$ cat config.mk
export PLATFORM = sky130hd
export DESIGN_NAME = circular_queue_with_search
export DESIGN_NICKNAME = d
export VERILOG_FILES = /design/src/hdl/cqs_pkg.sv /design/src/hdl/cqs_cell.sv /design/src/hdl/cqs_chain.sv /design/src/hdl/circular_queue_with_search.sv
export SDC_FILE = /design/constraint.sdc
export NUM_CORES = 1
export LEC_CHECK = 0
export BUFFER_PORTS_ARGS = -buffer_cell sky130_fd_sc_hd__buf_4
export CAP_MARGIN = 25
export CORE_UTILIZATION = 25
export CTS_BUF_LIST = sky130_fd_sc_hd__clkbuf_8
export DETAILED_ROUTE_END_ITERATION = 16
export GPL_TIMING_DRIVEN = 0
export PLACE_DENSITY_LB_ADDON = 0.15
export REMOVE_ABC_BUFFERS = 1
export SKIP_CTS_REPAIR_TIMING = 1
export SYNTH_ARGS = -nofsm -noshare
export SYNTH_HDL_FRONTEND = slang
export SYNTH_HIERARCHICAL = 1
export SYNTH_SLANG_ARGS = --single-unit
$ cat constraint.sdc
create_clock -name clk_i -period 4.1 [get_ports clk_i]
set_input_delay 0.205 -clock clk_i [delete_from_list [all_inputs] [get_ports clk_i]]
set_output_delay 0.205 -clock clk_i [all_outputs]
set_load 0.03 [all_outputs]
$ cat src/hdl/cqs_pkg.sv
// ----------------------------------------------------------------------------
// cqs_pkg
// Shared constants, codes and types of the circular queue with search.
// ----------------------------------------------------------------------------
package cqs_pkg;

  localparam int unsigned DEPTH  = 8;
  localparam int unsigned IDX_W  = $clog2(DEPTH);
  localparam int unsigned OCC_W  = $clog2(DEPTH + 1);
  localparam int unsigned WORD_W = 32;
  localparam int unsigned POS_W  = 3;

  typedef enum logic [1:0] {
    CMD_ENQ    = 2'd0,
    CMD_DEQ    = 2'd1,
    CMD_SEARCH = 2'd2,
    CMD_LIST   = 2'd3
  } cmd_e;

  typedef enum logic [1:0] {
    ST_OK       = 2'd0,
    ST_FULL     = 2'd1,
    ST_EMPTY    = 2'd2,
    ST_NOTFOUND = 2'd3
  } status_e;

  // control broadcast to every cell of the chain
  typedef struct packed {
    logic              shift;    // every cell takes its neighbor's word
    logic              wr;       // write wr_data into cell wr_slot
    logic [IDX_W-1:0]  wr_slot;
    logic [WORD_W-1:0] wr_data;
  } cell_ctl_t;

endpackage

$ cat src/hdl/cqs_cell.sv
// ----------------------------------------------------------------------------
// cqs_cell
// One storage cell: holds a word, loads its neighbor on shift, or a new word.
// ----------------------------------------------------------------------------
module cqs_cell (
  input  logic                                clk_i,
  input  cqs_pkg::cell_ctl_t                  ctl_i,
  input  logic [cqs_pkg::IDX_W-1:0]           slot_i,
  input  logic signed [cqs_pkg::WORD_W-1:0]   nbr_i,
  output logic signed [cqs_pkg::WORD_W-1:0]   word_o
);

  logic signed [cqs_pkg::WORD_W-1:0] word_q, word_d;

  always_comb begin
    word_d = word_q;
    if (ctl_i.shift) begin
      word_d = nbr_i;
    end else if (ctl_i.wr && (ctl_i.wr_slot == slot_i)) begin
      word_d = ctl_i.wr_data;
    end
  end

  // payload only, no reset
  always_ff @(posedge clk_i) begin
    word_q <= word_d;
  end

  assign word_o = word_q;

endmodule

$ cat src/hdl/cqs_chain.sv
// ----------------------------------------------------------------------------
// cqs_chain
// Ring of cells; cell 0 is the queue head, a shift rotates toward the head.
// ----------------------------------------------------------------------------
module cqs_chain (
  input  logic                                clk_i,
  input  cqs_pkg::cell_ctl_t                  ctl_i,
  output logic signed [cqs_pkg::WORD_W-1:0]   head_o
);

  logic signed [cqs_pkg::WORD_W-1:0] word [cqs_pkg::DEPTH];

  for (genvar i = 0; i < cqs_pkg::DEPTH; i++) begin : g_cell
    cqs_cell u_cell (
      .clk_i  (clk_i),
      .ctl_i  (ctl_i),
      .slot_i (cqs_pkg::IDX_W'(i)),
      .nbr_i  (word[(i + 1) % cqs_pkg::DEPTH]),
      .word_o (word[i])
    );
  end

  assign head_o = word[0];

endmodule

$ cat src/hdl/circular_queue_with_search.sv
// ----------------------------------------------------------------------------
// circular_queue_with_search
// FIFO of signed 32-bit words with enqueue, dequeue, search and list.
// ----------------------------------------------------------------------------
// The queue is a ring of DEPTH cells whose cell 0 holds the head when idle;
// entries sit in cells 0..count-1 in order. Enqueue writes the cell at the
// fill count and dequeue rotates the ring by one; both return one result.
// Search and list rotate the whole ring through DEPTH steps, one per cycle
// while no result is stalled, looking at the head cell each step; after
// DEPTH steps the ring is back in place. A search or list holds the input
// until its walk ends; a list gives one result per stored entry, head first.
// Empty search or list answers with one empty result at once. A new item is
// taken in the cycle the previous result leaves the output register; a
// stalled result stalls the input, and so does a search or list walk.
// Results carry last = 1 on the final one of each item.
// ----------------------------------------------------------------------------
module circular_queue_with_search (
  input  logic                                clk_i,
  input  logic                                rst_ni,
  input  logic                                in_valid_i,
  output logic                                in_stall_o,
  input  logic [1:0]                          command_i,
  input  logic signed [cqs_pkg::WORD_W-1:0]   value_i,
  output logic                                out_valid_o,
  input  logic                                out_stall_i,
  output logic [1:0]                          status_o,
  output logic signed [cqs_pkg::WORD_W-1:0]   data_o,
  output logic [cqs_pkg::POS_W-1:0]           position_o,
  output logic                                last_o
);

  localparam logic S_IDLE = 1'b0;
  localparam logic S_WALK = 1'b1;

  localparam logic [cqs_pkg::OCC_W-1:0] OCC_FULL = cqs_pkg::OCC_W'(cqs_pkg::DEPTH);
  localparam logic [cqs_pkg::IDX_W-1:0] STEP_END = cqs_pkg::IDX_W'(cqs_pkg::DEPTH - 1);

  logic                              state_q, state_d;
  logic [cqs_pkg::OCC_W-1:0]         occ_q, occ_d;
  logic                              list_q, list_d;
  logic signed [cqs_pkg::WORD_W-1:0] key_q, key_d;
  logic [cqs_pkg::IDX_W-1:0]         step_q, step_d;
  logic                              hit_q, hit_d;
  logic [cqs_pkg::IDX_W-1:0]         hit_pos_q, hit_pos_d;

  logic                              out_valid_q, out_valid_d;
  logic [1:0]                        status_q, status_d;
  logic signed [cqs_pkg::WORD_W-1:0] data_q, data_d;
  logic [cqs_pkg::POS_W-1:0]         pos_q, pos_d;
  logic                              last_q, last_d;

  cqs_pkg::cell_ctl_t                ctl;
  logic signed [cqs_pkg::WORD_W-1:0] head;

  logic out_free, in_acc, empty, full, in_range, match;
  logic emit_list, emit_search, advance;

  cqs_chain u_chain (
    .clk_i  (clk_i),
    .ctl_i  (ctl),
    .head_o (head)
  );

  // output slot free this cycle if empty or being drained
  assign out_free   = !out_valid_q || !out_stall_i;
  assign in_stall_o = (state_q != S_IDLE) || !out_free;
  assign in_acc     = in_valid_i && !in_stall_o;

  assign empty    = (occ_q == '0);
  assign full     = (occ_q == OCC_FULL);
  assign in_range = (cqs_pkg::OCC_W'(step_q) < occ_q);
  assign match    = in_range && !hit_q && (head == key_q);

  // walk steps that emit a result must wait for the output slot
  assign emit_list   = (state_q == S_WALK) && list_q && in_range;
  assign emit_search = (state_q == S_WALK) && !list_q && (step_q == STEP_END);
  assign advance     = (state_q == S_WALK) && ((emit_list || emit_search) ? out_free : 1'b1);

  always_comb begin
    ctl.shift   = advance ||
                  (in_acc && (command_i == cqs_pkg::CMD_DEQ) && !empty);
    ctl.wr      = in_acc && (command_i == cqs_pkg::CMD_ENQ) && !full;
    ctl.wr_slot = occ_q[cqs_pkg::IDX_W-1:0];
    ctl.wr_data = value_i;
  end

  always_comb begin
    state_d     = state_q;
    occ_d       = occ_q;
    list_d      = list_q;
    key_d       = key_q;
    step_d      = step_q;
    hit_d       = hit_q;
    hit_pos_d   = hit_pos_q;
    out_valid_d = out_valid_q && out_stall_i;
    status_d    = status_q;
    data_d      = data_q;
    pos_d       = pos_q;
    last_d      = last_q;

    if (in_acc) begin
      out_valid_d = 1'b1;
      data_d      = '0;
      pos_d       = '0;
      last_d      = 1'b1;
      case (command_i)
        cqs_pkg::CMD_ENQ: begin
          status_d = full ? cqs_pkg::ST_FULL : cqs_pkg::ST_OK;
          if (!full) occ_d = occ_q + cqs_pkg::OCC_W'(1);
        end
        cqs_pkg::CMD_DEQ: begin
          status_d = empty ? cqs_pkg::ST_EMPTY : cqs_pkg::ST_OK;
          if (!empty) begin
            data_d = head;
            occ_d  = occ_q - cqs_pkg::OCC_W'(1);
          end
        end
        default: begin
          // search or list
          status_d = cqs_pkg::ST_EMPTY;
          if (!empty) begin
            out_valid_d = 1'b0;
            state_d     = S_WALK;
            list_d      = (command_i == cqs_pkg::CMD_LIST);
            key_d       = value_i;
            step_d      = '0;
            hit_d       = 1'b0;
          end
        end
      endcase
    end

    if (advance) begin
      step_d = step_q + cqs_pkg::IDX_W'(1);
      if (match) begin
        hit_d     = 1'b1;
        hit_pos_d = step_q;
      end
      if (step_q == STEP_END) state_d = S_IDLE;
      if (emit_list) begin
        out_valid_d = 1'b1;
        status_d    = cqs_pkg::ST_OK;
        data_d      = head;
        pos_d       = cqs_pkg::POS_W'(step_q);
        last_d      = ((cqs_pkg::OCC_W'(step_q) + cqs_pkg::OCC_W'(1)) == occ_q);
      end
      if (emit_search) begin
        out_valid_d = 1'b1;
        data_d      = '0;
        last_d      = 1'b1;
        if (hit_q || match) begin
          status_d = cqs_pkg::ST_OK;
          pos_d    = cqs_pkg::POS_W'(hit_q ? hit_pos_q : step_q);
        end else begin
          status_d = cqs_pkg::ST_NOTFOUND;
          pos_d    = '0;
        end
      end
    end
  end

  always_ff @(posedge clk_i or negedge rst_ni) begin
    if (!rst_ni) begin
      state_q     <= S_IDLE;
      occ_q       <= '0;
      step_q      <= '0;
      hit_q       <= 1'b0;
      out_valid_q <= 1'b0;
    end else begin
      state_q     <= state_d;
      occ_q       <= occ_d;
      step_q      <= step_d;
      hit_q       <= hit_d;
      out_valid_q <= out_valid_d;
    end
  end

  always_ff @(posedge clk_i) begin
    list_q    <= list_d;
    key_q     <= key_d;
    hit_pos_q <= hit_pos_d;
    status_q  <= status_d;
    data_q    <= data_d;
    pos_q     <= pos_d;
    last_q    <= last_d;
  end

  assign out_valid_o = out_valid_q;
  assign status_o    = status_q;
  assign data_o      = data_q;
  assign position_o  = pos_q;
  assign last_o      = last_q;

  // count never passes the ring size
  a_occ_bound: assert property (@(posedge clk_i) disable iff (!rst_ni)
    occ_q <= OCC_FULL)
    else $error("queue count above depth");

  // a walk leaves the count alone
  a_walk_occ: assert property (@(posedge clk_i) disable iff (!rst_ni)
    (state_q == S_WALK) |=> (occ_q == $past(occ_q)))
    else $error("count changed during walk");

  // every walk starts at step zero
  a_walk_start: assert property (@(posedge clk_i) disable iff (!rst_ni)
    (state_q == S_IDLE) ##1 (state_q == S_WALK) |-> (step_q == '0))
    else $error("walk started mid ring");

endmodule

==> impl_metrics.env, run 1 <==
export IMPL_run_status="completed"
export IMPL_holdCritPathClass="in2reg"
export IMPL_dr_pass1_iters=6
export IMPL_grt_pass1_wl_um=60000
export IMPL_hold_slack_ps=356
export IMPL_placed_area_um2=17800
export IMPL_ys_ff_latch=340
export IMPL_p_sw_mw=5.91
export IMPL_drv_slew=0
export IMPL_slew_headroom=0.421
export IMPL_async_flop_share=0.0294
export IMPL_crit_required_ps=4440
export IMPL_dieHeight_um=257
export IMPL_grtUsageTotal=0.121
export IMPL_crit_type="reg2reg"
export IMPL_rsz0062_at_grt="no"
export IMPL_ant_nets=0
export IMPL_synth_warnings=6
export IMPL_area_delta_synth_final_pct=18.9
export IMPL_dp_slack_ps=125
export IMPL_dp_hpwl_um=23800
export IMPL_yosysUniqueCellTypes=51
export IMPL_hold_viol=0
export IMPL_cp_arrival_ps=4040
export IMPL_path_max_fanout=39
export IMPL_coreArea_um2=64300
export IMPL_clkPwrFrac=0.166
export IMPL_start_util=0.252
export IMPL_period_share=0.901
export IMPL_core_rowCount=93
export IMPL_comb_power_share=0.426
export IMPL_drive_gt1_frac=0.373
export IMPL_fin_ws_ps=406
export IMPL_wl_per_cell_um=19.2
export IMPL_timing_final_crit_period_ps=3690
export IMPL_startpoint_type="flop"
export IMPL_drtIter0Drc=426
export IMPL_end_kind="flop"
export IMPL_power_density_nw_per_um2=901
export IMPL_syn_area_um2=16200
export IMPL_swShare=0.339
export IMPL_clock_latency_ps=650
export IMPL_reg2reg_slack_ps=410
export IMPL_seq_power_share=0.408
export IMPL_worst_pin_slew_ps=866
export IMPL_drv_cap=0
export IMPL_drt_drc_violations_left=0
export IMPL_numPortBuffers=77
export IMPL_yosysSeqAreaShare=0.602
export IMPL_wl_um=39400
export IMPL_ctsHtreeMaxLevel=2
export IMPL_grt_pass1_vias=8959
export IMPL_clock_sinks=340
export IMPL_gp_congestion=0.715
export IMPL_clock_skew_ps=24.0
export IMPL_finalSetupViolCount=0
export IMPL_final_cells=2050
export IMPL_dp_cells=1893
export IMPL_die_x_um=257
export IMPL_synth_cells=967
export IMPL_power_leakage_nw=7.68
export IMPL_viasPerCell=4.15
export IMPL_final_cell_mix="292 x edfxtp_1, 232 x mux2_4, 78 x buf_4"
export IMPL_final_common_cell="edfxtp_1"
export IMPL_antenna_found_initial=3
export IMPL_syn_avg_cell_area_um2=16.8
export IMPL_fin_nets=1188
export IMPL_grt_max_degree=49
export IMPL_die_area_um2=66000
export IMPL_num_io_pins=78
export IMPL_cts_buffers=61
export IMPL_overflow=0
export IMPL_vias=8503
export IMPL_max_freq_ghz=0.271
export IMPL_cts_buffer_depth=3
export IMPL_stdcell_area_um2=19300
export IMPL_synth_edf_count=292
export IMPL_clk_pin_slew_ps=60
export IMPL_peakVddDrop_uv=340
export IMPL_p_int_mw=11.5
export IMPL_ys_flop_type="edfxtp_1"
export IMPL_cts_root_buf="clkbuf_8"
export IMPL_insertedDiodeCount=0
export IMPL_cts_tree="yes"
[per-layer routing]
metal | vias to the layer above | wire, um | global-route usage
li1 | 4009 | - | -
met1 | 4283 | 19300 | 0.166
met2 | 149 | 17800 | 0.187
met3 | 60 | 1550 | 0.0277
met4 | 2 | 822 | 0.0375
met5 | - | 10 | 0
[power groups by stage]
stage | Clock, mW | Combinational (mW) | Sequential, mW
final | 2.89 | 7.41 | 7.11
after global routing | 3.20 | 8.02 | 7.32
after CTS | 3.07 | 7.53 | 7.15
after detailed placement | 0 | 7.46 | 7.18
after global placement | 0 | 4.45 | 5.48
after floorplan | 0 | 3.49 | 5.95
[worst max-delay path: stages, from the launching register on]
cell and delay, ps:
dfrtp_1 770, inv_1 210, ha_1 330, nand2b_1 80, a211oi_1 350, o31ai_1 200, nand2_4 260, buf_16 290
a41o_2 620, buf_16 240
[per-stage QoR]
stage	total power, mW	TNS [ps]	utilization
after floorplan	9.44	-3795030	-
after global placement	9.93	-6223690	0.269
after detailed placement	14.6	0	0.277
after CTS	17.7	0	0.294
after global routing	18.5	0	0.300
final	17.4	0	0.300
[cells by family (layout without fill, tap and decap cells)]
| kind of cell | after synthesis | in the layout | share of synthesized area |
|---|---|---|---|
| AOI/OAI and AO/OA | 112 | 112 | 0.0424 |
| xor gates and xnor gates | 64 | 64 | 0.0345 |
| adders and majority gates | 8 | 8 | 0.00662 |
| buffers and inverters | 60 | 266 | 0.0421 |
| DFF | 340 | 340 | 0.602 |
| muxes | 257 | 257 | 0.232 |
| other | 2 | 24 | 0.000462 |
| and+or+nand+nor | 124 | 124 | 0.0403 |
[cell usage after synthesis (2+ instances only)]
cell type,count,area share
nor4_1,9,0.0035
conb_1,2,0.00046
inv_1,12,0.0028
buf_12,24,0.030
nor2_1,7,0.0016
nor3_1,3,0.00092
o31ai_1,2,0.00092
or4_4,2,0.0014
edfxtp_1,292,0.54
nand3_1,9,0.0028
o21ai_0,41,0.013
a32o_1,3,0.0018
dfxtp_1,38,0.047
mux2_2,24,0.017
buf_6,9,0.0062
nand2b_1,2,0.00077
mux2_4,232,0.21
xnor2_1,35,0.019
a21boi_0,2,0.00092
a41o_1,8,0.0049
ha_1,7,0.0054
a211o_1,3,0.0016
nand4_1,4,0.0015
clkbuf_1,14,0.0032
or4_1,2,0.00092
a21oi_1,41,0.013
dfrtp_1,10,0.015
and2_1,34,0.013
o22ai_1,2,0.00077
nand2_1,45,0.010
xor2_1,29,0.016
[sequential cells by signal (all words and copies together), names as in the netlist]
name and cells:
u_chain/g_cell.u_cell/word_o 256, data_o 32, key_q 32, occ_q 4
hit_pos_q 3, position_o 3, step_q 3, status_o 2
hit_q 1, last_o 1, list_q 1, out_valid_o 1
state_q 1
[path summary, 6_finish.rpt]
check | to | start | depth (start not counted)
setup / recovery | u_chain/g_cell[0].u_cell/word_o[20] | occ_q[1] | 9
hold / removal | key_q[31] | value_i[31] | 2
setup reg to reg | u_chain/g_cell[0].u_cell/word_o[20] | occ_q[1] | 9
hold reg to reg | u_chain/g_cell[0].u_cell/word_o[4] | u_chain/g_cell[1].u_cell/word_o[4] | 1
max in group asynchronous | occ_q[3] | rst_ni | 3
min in group asynchronous | state_q | rst_ni | 3
[final cells by class]
cell class | instances | area, um2
Clock buffer | 65 | 895
Clock inverter | 51 | 201
Fill cell | 6414 | 45000
Inverter | 12 | 45.0
Multi-Input combinational cell | 589 | 5910
Sequential cell | 340 | 9780
Tap cell | 855 | 1070
Timing Repair Buffer | 138 | 1420
Power figures use the tool's default switching activity.
==> run 2: changes to the inputs <==
--- a/config.mk
+++ b/config.mk
@@ -7,12 +7,14 @@
 export LEC_CHECK = 0
 export BUFFER_PORTS_ARGS = -buffer_cell sky130_fd_sc_hd__buf_4
 export CAP_MARGIN = 25
-export CORE_UTILIZATION = 25
+export CORE_MARGIN = 8
+export CORE_UTILIZATION = 47
 export CTS_BUF_LIST = sky130_fd_sc_hd__clkbuf_8
 export DETAILED_ROUTE_END_ITERATION = 16
 export GPL_TIMING_DRIVEN = 0
 export PLACE_DENSITY_LB_ADDON = 0.15
 export REMOVE_ABC_BUFFERS = 1
+export SETUP_SLACK_MARGIN = 0.5
 export SKIP_CTS_REPAIR_TIMING = 1
 export SYNTH_ARGS = -nofsm -noshare
 export SYNTH_HDL_FRONTEND = slang
==> run 2 against run 1 <==
Compared with the run above: clock power decreased by 2%; register-to-register slack better by 260 ps; utilization up 25 points; total power decreased by 1.3%; setup slack better by 260 ps; maximum frequency is 7.7% higher; largest power group unchanged; routed wire length decreased by 14%; worst hold slack got worse by 320 ps; final area is 2.9% lower; combinational power fell by 2%.
==> impl_metrics.env, run 2 (synthesis results as in run 1) <==
export IMPL_holdCritPathClass="in2reg"
export IMPL_crit_buf_inv=3
export IMPL_met1_usage=0.228
export IMPL_cts_root_buf="clkbuf_8"
export IMPL_die_x_um=202
export IMPL_use_met2=0.253
export IMPL_overflow=0
export IMPL_cp_top_family="buffers and inverters"
export IMPL_grt_max_degree=53
export IMPL_final_cell_mix="292 x edfxtp_1, 232 x mux2_4, 78 x buf_4"
export IMPL_rr_endpoint="u_chain/g_cell[0].u_cell/word_o[27]"
export IMPL_wl_per_cell_um=20.7
export IMPL_grt_pass1_vias=8637
export IMPL_end_kind="flop"
export IMPL_met3_usage=0.0323
export IMPL_insertedDiodeCount=0
export IMPL_fin_nets=1180
export IMPL_drt_drc_violations_left=0
export IMPL_startpoint_type="flop"
export IMPL_run_status="completed"
export IMPL_cts_buffer_depth=3
export IMPL_crit_required_ps=4430
export IMPL_crit_type="reg2reg"
export IMPL_rsz0062_at_grt="yes"
export IMPL_period_share=0.837
export IMPL_die_area_um2=40800
export IMPL_grt_pass1_wl_um=51900
export IMPL_viasPerCell=5.14
export IMPL_core_rowCount=68
export IMPL_power_density_nw_per_um2=916
export IMPL_vias=8408
export IMPL_finalSetupViolCount=0
export IMPL_slew_headroom=0.351
export IMPL_clock_latency_ps=590
export IMPL_r2r_start="occ_q[1]"
export IMPL_r2r_cells=9
export IMPL_cp_num_cells=9
export IMPL_worst_pin_slew_ps=973
export IMPL_max_freq_ghz=0.291
export IMPL_clock_sinks=340
export IMPL_ant_nets=0
export IMPL_drv_slew=0
export IMPL_cts_buffers=56
export IMPL_final_cells=1636
export IMPL_drtIter0Drc=424
export IMPL_coreArea_um2=34300
export IMPL_clk_pin_slew_ps=60
export IMPL_path_max_fanout=52
export IMPL_clock_skew_ps=15.0
export IMPL_dp_hpwl_um=20100
export IMPL_largest_register_ffs=256
export IMPL_crit_end="u_chain/g_cell[0].u_cell/word_o[27]"
export IMPL_power_leakage_nw=7.62
export IMPL_cp_arrival_ps=3760
export IMPL_cp_common_cell="buf_16"
export IMPL_ctsHtreeMaxLevel=2
export IMPL_wl_um=33900
export IMPL_busiest_layer="met2"
export IMPL_cp_slowest_cell="o31ai_2"
export IMPL_num_io_pins=78
export IMPL_final_common_cell="edfxtp_1"
export IMPL_worstPathCellList="inv_1 -> ha_1 -> nand2b_1 -> a211oi_1 -> o31ai_2 -> nand2_4 -> buf_16 -> buf_16 -> mux2_4"
export IMPL_peakVddDrop_uv=623
export IMPL_antenna_found_initial=0
export IMPL_timing_final_crit_period_ps=3430
export IMPL_area_delta_synth_final_pct=15.5
export IMPL_setup_tns_final_ps=0
export IMPL_dieHeight_um=202
export IMPL_grtUsageTotal=0.162
export IMPL_crit_start="occ_q[1]"
export IMPL_cts_tree="yes"
export IMPL_dr_pass1_iters=5
export IMPL_start_util=0.474
export IMPL_dp_cells=1491
export IMPL_gp_congestion=0.762
export IMPL_hold_viol=0
export IMPL_cpPeakStageDelay_ps=600
export IMPL_drv_cap=0
export IMPL_reg2reg_slack_ps=670
export IMPL_numPortBuffers=77
export IMPL_drive_gt1_frac=0.378
## run 2: changes by cell type in the layout (fill, tap and decap cells not counted), moves of 2 or more
| cell | change |
|---|---|
| buf_12 | -5 |
| dfrtp_2 | +2 |
| clkinv_2 | -2 |
| inv_1 | -10 |
| dfrtp_1 | -2 |
| dlygate4sd3_1 | -2 |
| buf_16 | +2 |
## run 2: metal layers
metal  part of all wire  vias up
li1                   -     3985
met1               0.48     4203
met2               0.46      171
met3              0.044       49
met4              0.017        0
met5                  0        -
## run 2: report_power, final
group | internal, mW | switching (mW) | leakage (nW) | total [mW]
Sequential | 6.26 | 0.830 | 3.31 | 7.09
Combinational | 3.77 | 3.50 | 3.66 | 7.27
Clock | 1.48 | 1.34 | 0.650 | 2.82
Total | 11.5 | 5.67 | 7.62 | 17.2
## run 2: metrics by stage
stage	hold WS, ps	worst slack [ps]	total power [mW]	util	area, um2
final	37.5	669	17.2	0.547	18800
after global routing	40.6	485	18.1	0.547	18800
after CTS	-583	81.5	17.3	0.535	18400
after detailed placement	55.2	90.1	14.4	0.504	17300
after global placement	54.1	-11870	9.88	0.491	16800
after floorplan	-90.6	-7640	9.44	-	15700
## run 2: worst min-delay path by stage
stage,from,to,cells past startpoint
detailed placement,rst_ni,out_valid_o,1
global placement,rst_ni,state_q,1
CTS,rst_ni,occ_q[3],1
global route,in_valid_i,last_o,3
floorplan,rst_ni,hit_q,0
finish,in_valid_i,last_o,3
## run 2: layout make-up
class / instances / area (um2)
clock buffer: 64 / 881
clock inverter: 41 / 191
fill: 2768 / 15500
inverter: 12 / 45.0
multi-input combinational: 591 / 5930
sequential: 340 / 9780
tap: 455 / 569
timing repair buffer: 133 / 1360
## run 2: tightest hold or removal path, stage by stage
cell and delay (ps):
buf_4 100, and2_1 140, o32a_1 140
